--- src/rtl/core/daily_alarm_schedule_table_core_defines.svh ---
// assertion macros for the daily alarm schedule table core
`ifndef DAILY_ALARM_SCHEDULE_TABLE_CORE_DEFINES_SVH
`define DAILY_ALARM_SCHEDULE_TABLE_CORE_DEFINES_SVH

// implication checked in the same cycle
`define DAST_ASSERT_NOW(lbl, ante, cons, msg) \
lbl: assert property (@(posedge clk) disable iff (!rst_n) (ante) |-> (cons)) else $error(msg);

// implication checked in the next cycle
`define DAST_ASSERT_NEXT(lbl, ante, cons, msg) \
lbl: assert property (@(posedge clk) disable iff (!rst_n) (ante) |=> (cons)) else $error(msg);

`endif

--- src/rtl/core/dast_pkg.sv ---
// types, codes and microcode program of the daily alarm schedule table
`timescale 1ns / 1ps
`default_nettype none

package dast_pkg;

    localparam int unsigned MINUTES_PER_DAY  = 24 * 60;
    localparam int unsigned MINUTES_PER_HOUR = 60;

    // command codes
    localparam logic [1:0] CMD_TICK = 2'd0;
    localparam logic [1:0] CMD_ADD  = 2'd1;
    localparam logic [1:0] CMD_DEL  = 2'd2;

    // status codes
    localparam logic [1:0] ST_OK    = 2'd0;
    localparam logic [1:0] ST_DUP   = 2'd1;
    localparam logic [1:0] ST_FULL  = 2'd2;
    localparam logic [1:0] ST_EMPTY = 2'd3;

    // microcode step addresses
    localparam int unsigned STEP_W = 3;
    typedef logic [STEP_W-1:0] step_t;
    localparam step_t STEP_IDLE  = 3'd0;
    localparam step_t STEP_SCAN  = 3'd1;
    localparam step_t STEP_SHIFT = 3'd2;
    localparam step_t STEP_DRAIN = 3'd3;
    localparam step_t STEP_FIN   = 3'd4;
    localparam int unsigned PROG_LEN = 5;

    typedef enum logic [1:0] {
        SEQ_FETCH,
        SEQ_LOOP,
        SEQ_NEXT,
        SEQ_EMIT
    } seq_t;

    typedef struct packed {
        seq_t  seq;
        logic  rd;
        logic  rd_shift;
        logic  emit;
        step_t target;
    } ctrl_word_t;

    localparam ctrl_word_t PROGRAM [PROG_LEN] = '{
        '{seq: SEQ_FETCH, rd: 1'b0, rd_shift: 1'b0, emit: 1'b0, target: STEP_IDLE},
        '{seq: SEQ_LOOP,  rd: 1'b1, rd_shift: 1'b0, emit: 1'b0, target: STEP_DRAIN},
        '{seq: SEQ_LOOP,  rd: 1'b1, rd_shift: 1'b1, emit: 1'b0, target: STEP_DRAIN},
        '{seq: SEQ_NEXT,  rd: 1'b0, rd_shift: 1'b0, emit: 1'b0, target: STEP_FIN},
        '{seq: SEQ_EMIT,  rd: 1'b0, rd_shift: 1'b0, emit: 1'b1, target: STEP_IDLE}
    };

    typedef struct packed {
        logic [5:0] minute;
        logic [4:0] hour;
    } entry_t;

    typedef struct packed {
        logic [1:0] status;
        logic [4:0] entry_count;
        logic [5:0] next_minute;
        logic [4:0] next_hour;
        logic       next_valid;
        logic       fire;
    } result_t;

endpackage

`default_nettype wire

--- src/rtl/core/daily_alarm_schedule_table_core.sv ---
// daily alarm schedule table core: microcoded scan over a table of alarm times
//
// input stream: s_axis_tuser carries the command (tick, add, delete), s_axis_tdata
// carries hour, minute and entry index. one result transaction leaves on the
// m_axis group per accepted input transaction, in order.
// tick and add walk the stored entries once through the single table read port,
// one entry per cycle (an empty table still passes through the scan step), then
// pass a drain step and a finish step that writes the result, after which the
// next command is taken.
// delete moves each later entry down one place per cycle, then drains and finishes;
// delete on an empty table and the unused code go straight to the finish step.
// one command is worked at a time; s_axis_tready is high only between commands.
// the result sits in an output register; the next command is accepted while it
// waits, and a stalled receiver only holds the finish step of that next command.
// reset empties the table (count zero), forgets the last firing time and drops
// any pending result; no clearing pass is needed.
`timescale 1ns / 1ps
`default_nettype none

`include "daily_alarm_schedule_table_core_defines.svh"

module daily_alarm_schedule_table_core #(
    parameter int unsigned MAX_ENTRIES = 20
) (
    input  wire logic        clk,
    input  wire logic        rst_n,
    input  wire logic        s_axis_tvalid,
    output logic             s_axis_tready,
    input  wire logic [15:0] s_axis_tdata,   // hour[4:0], minute[10:5], entry_index[15:11]
    input  wire logic [1:0]  s_axis_tuser,   // command[1:0]
    output logic             m_axis_tvalid,
    input  wire logic        m_axis_tready,
    output logic [23:0]      m_axis_tdata    // fire, next_valid, next_hour, next_minute,
                                             // entry_count, status, zero pad
);
    import dast_pkg::*;

    localparam int unsigned CW = $clog2(MAX_ENTRIES + 1);
    localparam int unsigned AW = (MAX_ENTRIES > 1) ? $clog2(MAX_ENTRIES) : 1;
    localparam int unsigned XW = (CW > 5) ? CW : 5;
    localparam int unsigned TW = 11;
    localparam int unsigned DW = 13;

    // microcode sequencer
    step_t      step_reg, step_next;
    ctrl_word_t cw;
    logic       accept, stall, more;
    step_t      dispatch;

    // datapath registers
    logic [1:0]        cmd_reg, cmd_next;
    logic [4:0]        hour_reg, hour_next;
    logic [5:0]        minute_reg, minute_next;
    logic [TW-1:0]     now_reg, now_next;
    logic [CW-1:0]     ptr_reg, ptr_next;
    logic [CW-1:0]     count_reg, count_next;
    logic              pend_reg, pend_next;
    logic [AW-1:0]     eidx_reg, eidx_next;
    logic              hit_reg, hit_next;
    logic signed [DW-1:0] best_d_reg, best_d_next;
    entry_t            best_reg, best_next;
    logic [4:0]        lf_hour_reg, lf_hour_next;
    logic [5:0]        lf_minute_reg, lf_minute_next;
    logic              lf_valid_reg, lf_valid_next;
    logic              out_valid_reg, out_valid_next;
    result_t           out_reg, out_next;

    // table storage
    entry_t        mem [MAX_ENTRIES];
    entry_t        rd_data_reg;
    logic [CW-1:0] rd_addr;
    logic          rd_en;
    logic          wr_en;
    logic [AW-1:0] wr_addr;
    entry_t        wr_data;

    // scan evaluation
    logic [TW-1:0]        ent_t;
    logic signed [DW-1:0] ent_dist;
    logic                 ent_hit;
    logic [XW-1:0]        idx_x, last_x;
    logic                 fire;

    assign cw            = PROGRAM[step_reg];
    assign accept        = s_axis_tvalid && s_axis_tready;
    assign s_axis_tready = (step_reg == STEP_IDLE);
    assign stall         = cw.emit && out_valid_reg && !m_axis_tready;
    assign rd_addr       = ptr_reg + CW'(cw.rd_shift);
    assign rd_en         = cw.rd && (rd_addr < count_reg);
    assign more          = ({1'b0, rd_addr} + (CW+1)'(1)) < {1'b0, count_reg};
    assign m_axis_tvalid = out_valid_reg;
    assign m_axis_tdata  = {4'b0000, out_reg};

    assign ent_t   = TW'(rd_data_reg.hour) * TW'(MINUTES_PER_HOUR) + TW'(rd_data_reg.minute);
    assign ent_hit = (rd_data_reg.hour == hour_reg) && (rd_data_reg.minute == minute_reg);
    assign idx_x   = XW'(s_axis_tdata[15:11]);
    assign last_x  = XW'(count_reg - CW'(1));
    assign fire    = hit_reg && !(lf_valid_reg && lf_hour_reg == hour_reg
                                  && lf_minute_reg == minute_reg);

    always_comb
    begin
        ent_dist = $signed(DW'(ent_t)) - $signed(DW'(now_reg));
        if (ent_dist <= 0)
        begin
            ent_dist = ent_dist + DW'(MINUTES_PER_DAY);
        end
    end

    always_comb
    begin
        case (s_axis_tuser)
            CMD_TICK, CMD_ADD: dispatch = STEP_SCAN;
            CMD_DEL:           dispatch = (count_reg == '0) ? STEP_FIN : STEP_SHIFT;
            default:           dispatch = STEP_FIN;
        endcase
    end

    always_comb
    begin
        case (cw.seq)
            SEQ_FETCH: step_next = accept ? dispatch : step_reg;
            SEQ_LOOP:  step_next = more ? step_reg : cw.target;
            SEQ_NEXT:  step_next = step_reg + STEP_W'(1);
            SEQ_EMIT:  step_next = stall ? step_reg : cw.target;
            default:   step_next = STEP_IDLE;
        endcase
    end

    always_comb
    begin
        cmd_next       = cmd_reg;
        hour_next      = hour_reg;
        minute_next    = minute_reg;
        now_next       = now_reg;
        ptr_next       = ptr_reg;
        count_next     = count_reg;
        pend_next      = 1'b0;
        eidx_next      = eidx_reg;
        hit_next       = hit_reg;
        best_d_next    = best_d_reg;
        best_next      = best_reg;
        lf_hour_next   = lf_hour_reg;
        lf_minute_next = lf_minute_reg;
        lf_valid_next  = lf_valid_reg;
        out_valid_next = out_valid_reg && !m_axis_tready;
        out_next       = out_reg;
        wr_en          = 1'b0;
        wr_addr        = eidx_reg;
        wr_data        = rd_data_reg;

        if (accept)
        begin
            cmd_next    = s_axis_tuser;
            hour_next   = s_axis_tdata[4:0];
            minute_next = s_axis_tdata[10:5];
            now_next    = TW'(s_axis_tdata[4:0]) * TW'(MINUTES_PER_HOUR)
                        + TW'(s_axis_tdata[10:5]);
            hit_next    = 1'b0;
            if (s_axis_tuser == CMD_DEL)
            begin
                ptr_next = (idx_x > last_x) ? CW'(last_x) : CW'(idx_x);
            end
            else
            begin
                ptr_next = '0;
            end
        end

        if (cw.rd)
        begin
            pend_next = rd_en;
            eidx_next = AW'(ptr_reg);
            ptr_next  = ptr_reg + CW'(1);
        end

        // results of the read issued in the previous cycle
        if (pend_reg)
        begin
            if (cmd_reg == CMD_DEL)
            begin
                wr_en = 1'b1;
            end
            else
            begin
                hit_next = hit_reg || ent_hit;
                if (eidx_reg == '0 || ent_dist < best_d_reg)
                begin
                    best_d_next = ent_dist;
                    best_next   = rd_data_reg;
                end
            end
        end

        if (cw.emit && !stall)
        begin
            out_valid_next = 1'b1;
            out_next       = '0;
            case (cmd_reg)
                CMD_TICK:
                begin
                    out_next.fire = fire;
                    if (fire)
                    begin
                        lf_hour_next   = hour_reg;
                        lf_minute_next = minute_reg;
                        lf_valid_next  = 1'b1;
                    end
                    if (count_reg != '0)
                    begin
                        out_next.next_valid  = 1'b1;
                        out_next.next_hour   = best_reg.hour;
                        out_next.next_minute = best_reg.minute;
                    end
                end
                CMD_ADD:
                begin
                    if (hit_reg)
                    begin
                        out_next.status = ST_DUP;
                    end
                    else if (count_reg >= CW'(MAX_ENTRIES))
                    begin
                        out_next.status = ST_FULL;
                    end
                    else
                    begin
                        wr_en      = 1'b1;
                        wr_addr    = AW'(count_reg);
                        wr_data    = '{hour: hour_reg, minute: minute_reg};
                        count_next = count_reg + CW'(1);
                    end
                end
                CMD_DEL:
                begin
                    if (count_reg == '0)
                    begin
                        out_next.status = ST_EMPTY;
                    end
                    else
                    begin
                        count_next = count_reg - CW'(1);
                    end
                end
                default:
                begin
                    out_next.status = ST_OK;
                end
            endcase
            out_next.entry_count = 5'(count_next);
        end
    end

    always_ff @(posedge clk)
    begin
        if (wr_en)
        begin
            mem[wr_addr] <= wr_data;
        end
        if (rd_en)
        begin
            rd_data_reg <= mem[AW'(rd_addr)];
        end
    end

    always_ff @(posedge clk or negedge rst_n)
    begin
        if (!rst_n)
        begin
            step_reg      <= STEP_IDLE;
            count_reg     <= '0;
            pend_reg      <= 1'b0;
            lf_hour_reg   <= '0;
            lf_minute_reg <= '0;
            lf_valid_reg  <= 1'b0;
            out_valid_reg <= 1'b0;
        end
        else
        begin
            step_reg      <= step_next;
            count_reg     <= count_next;
            pend_reg      <= pend_next;
            lf_hour_reg   <= lf_hour_next;
            lf_minute_reg <= lf_minute_next;
            lf_valid_reg  <= lf_valid_next;
            out_valid_reg <= out_valid_next;
        end
    end

    always_ff @(posedge clk)
    begin
        cmd_reg    <= cmd_next;
        hour_reg   <= hour_next;
        minute_reg <= minute_next;
        now_reg    <= now_next;
        ptr_reg    <= ptr_next;
        eidx_reg   <= eidx_next;
        hit_reg    <= hit_next;
        best_d_reg <= best_d_next;
        best_reg   <= best_next;
        out_reg    <= out_next;
    end

    // table never holds more than its depth
    `DAST_ASSERT_NOW(a_count_bound, 1'b1, count_reg <= CW'(MAX_ENTRIES), "entry count overflow")
    // pending reads only come from stored entries
    `DAST_ASSERT_NOW(a_read_in_range, pend_reg, CW'(eidx_reg) < count_reg, "read beyond count")
    // no read in flight when a new command can be taken
    `DAST_ASSERT_NOW(a_idle_drained, s_axis_tready, !pend_reg, "read pending while idle")
    // a finished command leaves the finish step unless the output is stalled
    `DAST_ASSERT_NEXT(a_fin_leaves, cw.emit && !stall, step_reg == STEP_IDLE, "finish step stuck")

endmodule

`default_nettype wire
--- config.mk ---
export PLATFORM = sky130hd
export DESIGN_NAME = daily_alarm_schedule_table_core
export DESIGN_NICKNAME = d
export VERILOG_FILES = /design/src/rtl/core/dast_pkg.sv /design/src/rtl/core/daily_alarm_schedule_table_core.sv
export VERILOG_INCLUDE_DIRS = /design/src /design/src/rtl/core
export SDC_FILE = /design/constraint.sdc
export NUM_CORES = 1
export LEC_CHECK = 0
export BUFFER_PORTS_ARGS = -buffer_cell sky130_fd_sc_hd__buf_2
export CORE_ASPECT_RATIO = 0.8
export CORE_UTILIZATION = 35
export CTS_BUF_LIST = sky130_fd_sc_hd__clkbuf_4 sky130_fd_sc_hd__clkbuf_8 sky130_fd_sc_hd__clkbuf_16
export DETAILED_ROUTE_END_ITERATION = 16
export SYNTH_ARGS = -nofsm -noshare
export SYNTH_HDL_FRONTEND = slang
export SYNTH_SLANG_ARGS = --single-unit
--- constraint.sdc ---
create_clock -name clk -period 9.1 [get_ports clk]
set_clock_uncertainty 0.05 [all_clocks]
set_input_delay 1.82 -clock clk [delete_from_list [all_inputs] [get_ports clk]]
set_output_delay 1.82 -clock clk [all_outputs]
set_load 0.02 [all_outputs]
==> results <==
- The run finished with clean final reports.
- Counting I/O delays and the setup requirement, the final critical path takes 7.83 ns.
- Derived from the worst setup path, the maximum achievable clock frequency is 128 MHz.
- Gates resized during post-CTS repair numbered 0.
- The kind of end point of the critical path is a flop.
- The number of global-route vias before repair is 9070.
- Counting distinct cell types in the post-synthesis netlist gives 73.
- The finished layout cell area is 0.0183 sq mm.
- The initial antenna violation count came to 0.
- The detailed router finished its first iteration with 782 violations.
- The critical path class is flop to flop.
- Using the TritonRoute via totals, the vias-per-cell ratio works out to 5.07.
- Counting instances, the worst hold path has a depth of 1.
- Dividing the synthesized area by the synthesized cell count gives 15.2 sq um.
- The die is 194 um tall.
- The number of nets at the end of the flow is 1258.
- After clock tree synthesis, the flow added hold-fix buffers numbering 0.
- The number of detailed-routing iterations run before antenna repair is 5.
- After global routing the overflow that remains totals 0.
- Fill cells in the final layout number 4073.
- Data on the critical path arrives at its endpoint at 7.93 ns.
- Measured against its own limit, the worst slew margin works out to 0.189.
- Dividing the detail-routed wire length by the instance count gives 19.6 um.
- The overall fraction of global-route tracks in use is 0.153.
- After detailed routing, the number of remaining DRC violations is 0.
- 0 antenna diodes ended up in the layout.
- The sequential area share after synthesis is 0.610.
- The global-route wire length before repair is 54.2 mm.
- The number of flip-flops and latches in the synthesized netlist is 330.
- Among all flip-flop cells after synthesis, the most frequent one is sky130_fd_sc_hd__edfxtp_1.
- For this configuration, the core starts out at a cell density of 0.358.
- Port buffering added 43 buffers.
- The source-to-sink clock delay at the later pin of the worst-skew pair is 0.54 ns.
- The number of placed I/O pins is 48.
- Measured in cells, the most critical reg-to-reg path has a length of 24.
- Across the run, the number of max-cap violations was 0.
- The buffer depth of the longest clock path is 3.
- The aggregate routed wire length is 34.6 mm.
- The area of the die is 0.0467 sq mm.
- At the worst endpoint, the required time is 9.20 ns.
- The CTS tree is yes.
- The number of hold-slack violations in the final timing report came to 0.
- Summing all placed instances gives a cell area of 0.0171 sq mm.
- The number of nets with antenna violations after detailed routing is 0.
- Clock tree synthesis found a total of 330 sinks.
- The clock transition at the registers of the reported paths is 0.06 ns.
- Counting flops with a built-in enable in the synthesized netlist gives 307.
- The number of core rows is 69.
- The number of flip-flops in the largest register is 220.
- Setup repair after global routing left no endpoint under its margin.
- The chip width is 241 um.
- Routability-driven placement finished with a final weighted congestion of 0.823.
- The post-route clock period utilization is 0.861.
- Detailed placement finished with a half-perimeter wire length of 23.7 mm.
- Entering global routing, the biggest net connects 54 pins.
- After floorplanning, the core was sized to cover 0.0448 sq mm.
- Of the cells placed in the final design, the portion with a size suffix greater than 1 is 0.204.
- The min-delay analysis places its worst path in the category flop to flop.
- Of all flip-flops after synthesis, the portion carrying an async set or reset was 0.0667.
- The total count of max-transition violations in the final report is 0.
- Clock tree synthesis inserted a total of 36 buffers.
- The count of endpoints failing setup in the final report is 0.
- The clock tree root buffer cell is sky130_fd_sc_hd__clkbuf_16.
- The accumulated negative setup slack is 0 ns.
- The layout-stage area growth over the synthesis result is 13.8%.
- For this run, the number of Yosys warnings is 0.
- The largest fanout of any net on the critical path is 24.
- The number of buffers added for setup after CTS is 0.
- The netlist area before placement is 0.0161 sq mm.
- Synthesis produced 1056 cells.
- The H-tree depth is 2.
- STA classifies the critical path startpoint as a flop.
- The total number of vias is 8931.
- The transition time at the pin with the least slew margin is 1.21 ns.
## kinds of logic after synthesis
logic type                 Yosys count  share of synthesized area
AOI/OAI and AO/OA                  144                     0.0618
buffers and inverters              127                     0.0317
xor gates and xnor gates            60                     0.0327
and+or+nand+nor                    196                     0.0627
adders and majority gates          101                     0.0867
DFF                                330                      0.610
muxes                               97                      0.114
other                                1                   0.000234
## critical path: stages, from the launching register on
cell and delay (ns):
sky130_fd_sc_hd__edfxtp_1 0.51, sky130_fd_sc_hd__fa_1 0.60, sky130_fd_sc_hd__inv_1 0.06, sky130_fd_sc_hd__fa_1 0.50, sky130_fd_sc_hd__fa_1 0.55, sky130_fd_sc_hd__inv_1 0.04, sky130_fd_sc_hd__ha_1 0.32, sky130_fd_sc_hd__o21ai_0 0.14
sky130_fd_sc_hd__a21oi_1 0.27, sky130_fd_sc_hd__nor2_1 0.09, sky130_fd_sc_hd__ha_1 0.41, sky130_fd_sc_hd__mux2_4 0.32, sky130_fd_sc_hd__or4b_4 0.57, sky130_fd_sc_hd__a211oi_4 0.22, sky130_fd_sc_hd__nand4_2 0.17, sky130_fd_sc_hd__nand2_1 0.15
sky130_fd_sc_hd__a22o_1 0.16, sky130_fd_sc_hd__ha_1 0.25, sky130_fd_sc_hd__a21o_1 0.16, sky130_fd_sc_hd__a21o_1 0.16, sky130_fd_sc_hd__a21o_1 0.17, sky130_fd_sc_hd__a21oi_1 0.13, sky130_fd_sc_hd__nor2_1 0.05, sky130_fd_sc_hd__a2111oi_0 0.40
sky130_fd_sc_hd__o21a_1 0.96
## worst paths after layout
| kind | from | endpoint | slack [ns] |
|---|---|---|---|
| max reg2reg | rd_data_reg[0] | best_reg[9] | 1.27 |
| min in group asynchronous | rst_n | step_reg[1] | 1.24 |
| max in group asynchronous | rst_n | lf_hour_reg[3] | 7.36 |
| max | rd_data_reg[0] | best_reg[9] | 1.27 |
| min reg2reg | lf_valid_reg | lf_valid_reg | 0.43 |
| min | lf_valid_reg | lf_valid_reg | 0.43 |
## cell usage in the layout (no fill, tap or decap), drive strengths merged, types with 3 or more instances in the layout
cell / count
a211oi: 6
a21boi: 6
a21o: 15
a21oi: 29
a22o: 4
a31oi: 5
and2: 17
and3: 5
buf: 71
clkbuf: 44
clkinv: 14
conb: 4
dfrtp: 22
edfxtp: 307
fa: 17
ha: 84
inv: 95
mux2: 26
mux2i: 5
mux4: 66
nand2: 46
nand2b: 8
nand3: 15
nand3b: 4
nand4: 10
nor2: 42
nor2b: 8
nor3: 19
nor3b: 5
nor4b: 3
o21a: 11
o21ai: 33
o21bai: 6
o22ai: 3
o32ai: 5
or2: 3
or3: 4
xnor2: 41
xor2: 19
## through the flow
step	instances	utilization	setup slack (ns)	hold WS (ns)
global placement	1699	0.382	1.42	0.404
CTS	1761	0.407	1.21	0.438
finish	1762	0.408	1.27	0.431
global route	1762	0.408	0.789	0.466
detailed placement	1699	0.382	1.24	0.424
floorplan	1059	-	2.00	0.374
## layer usage
metal	global-route usage	vias up	routed length (um)
met2	0.226	227	15200
li1	-	4153	-
met3	0.0290	44	1980
met5	0	-	0
met1	0.229	4507	16800
met4	0.0391	0	648
## area by class of cell
type / count / area [sq um] / area share
clock buffer: 44 / 961 / 0.0526
inverter: 94 / 353 / 0.0193
tap: 603 / 754 / 0.0413
clock inverter: 18 / 185 / 0.0101
sequential: 330 / 9790 / 0.536
multi-input combinational: 602 / 5800 / 0.317
timing repair buffer: 71 / 425 / 0.0233
## synthesized netlist by cell type, drive strengths merged (4+ instances only)
master | number | area [sq um]
dfrtp | 22 | 551
nand2 | 46 | 173
o21ai | 33 | 165
nor3 | 19 | 95.1
nor2b | 8 | 50.1
xnor2 | 41 | 359
a21o | 15 | 113
mux2 | 26 | 297
xor2 | 19 | 166
o32ai | 5 | 43.8
inv | 94 | 353
and3 | 5 | 31.3
nand4 | 10 | 68.8
fa | 17 | 340
a21boi | 6 | 45.1
nand3 | 15 | 75.1
nand2b | 8 | 50.1
o21a | 11 | 82.6
a211oi | 6 | 70.1
or3 | 4 | 25.0
nand3b | 4 | 30.0
ha | 84 | 1050
mux2i | 5 | 50.1
clkbuf | 19 | 71.3
nor2 | 42 | 158
buf | 14 | 85.1
mux4 | 66 | 1490
a31oi | 5 | 31.3
edfxtp | 307 | 9220
a22o | 4 | 35.0
a21oi | 29 | 149
nor3b | 5 | 37.5
o21bai | 6 | 45.0
and2 | 17 | 106
Power is left out: the tool's default activity adds up to more than one toggle a clock period on the data nets, which glitch-free logic cannot reach.
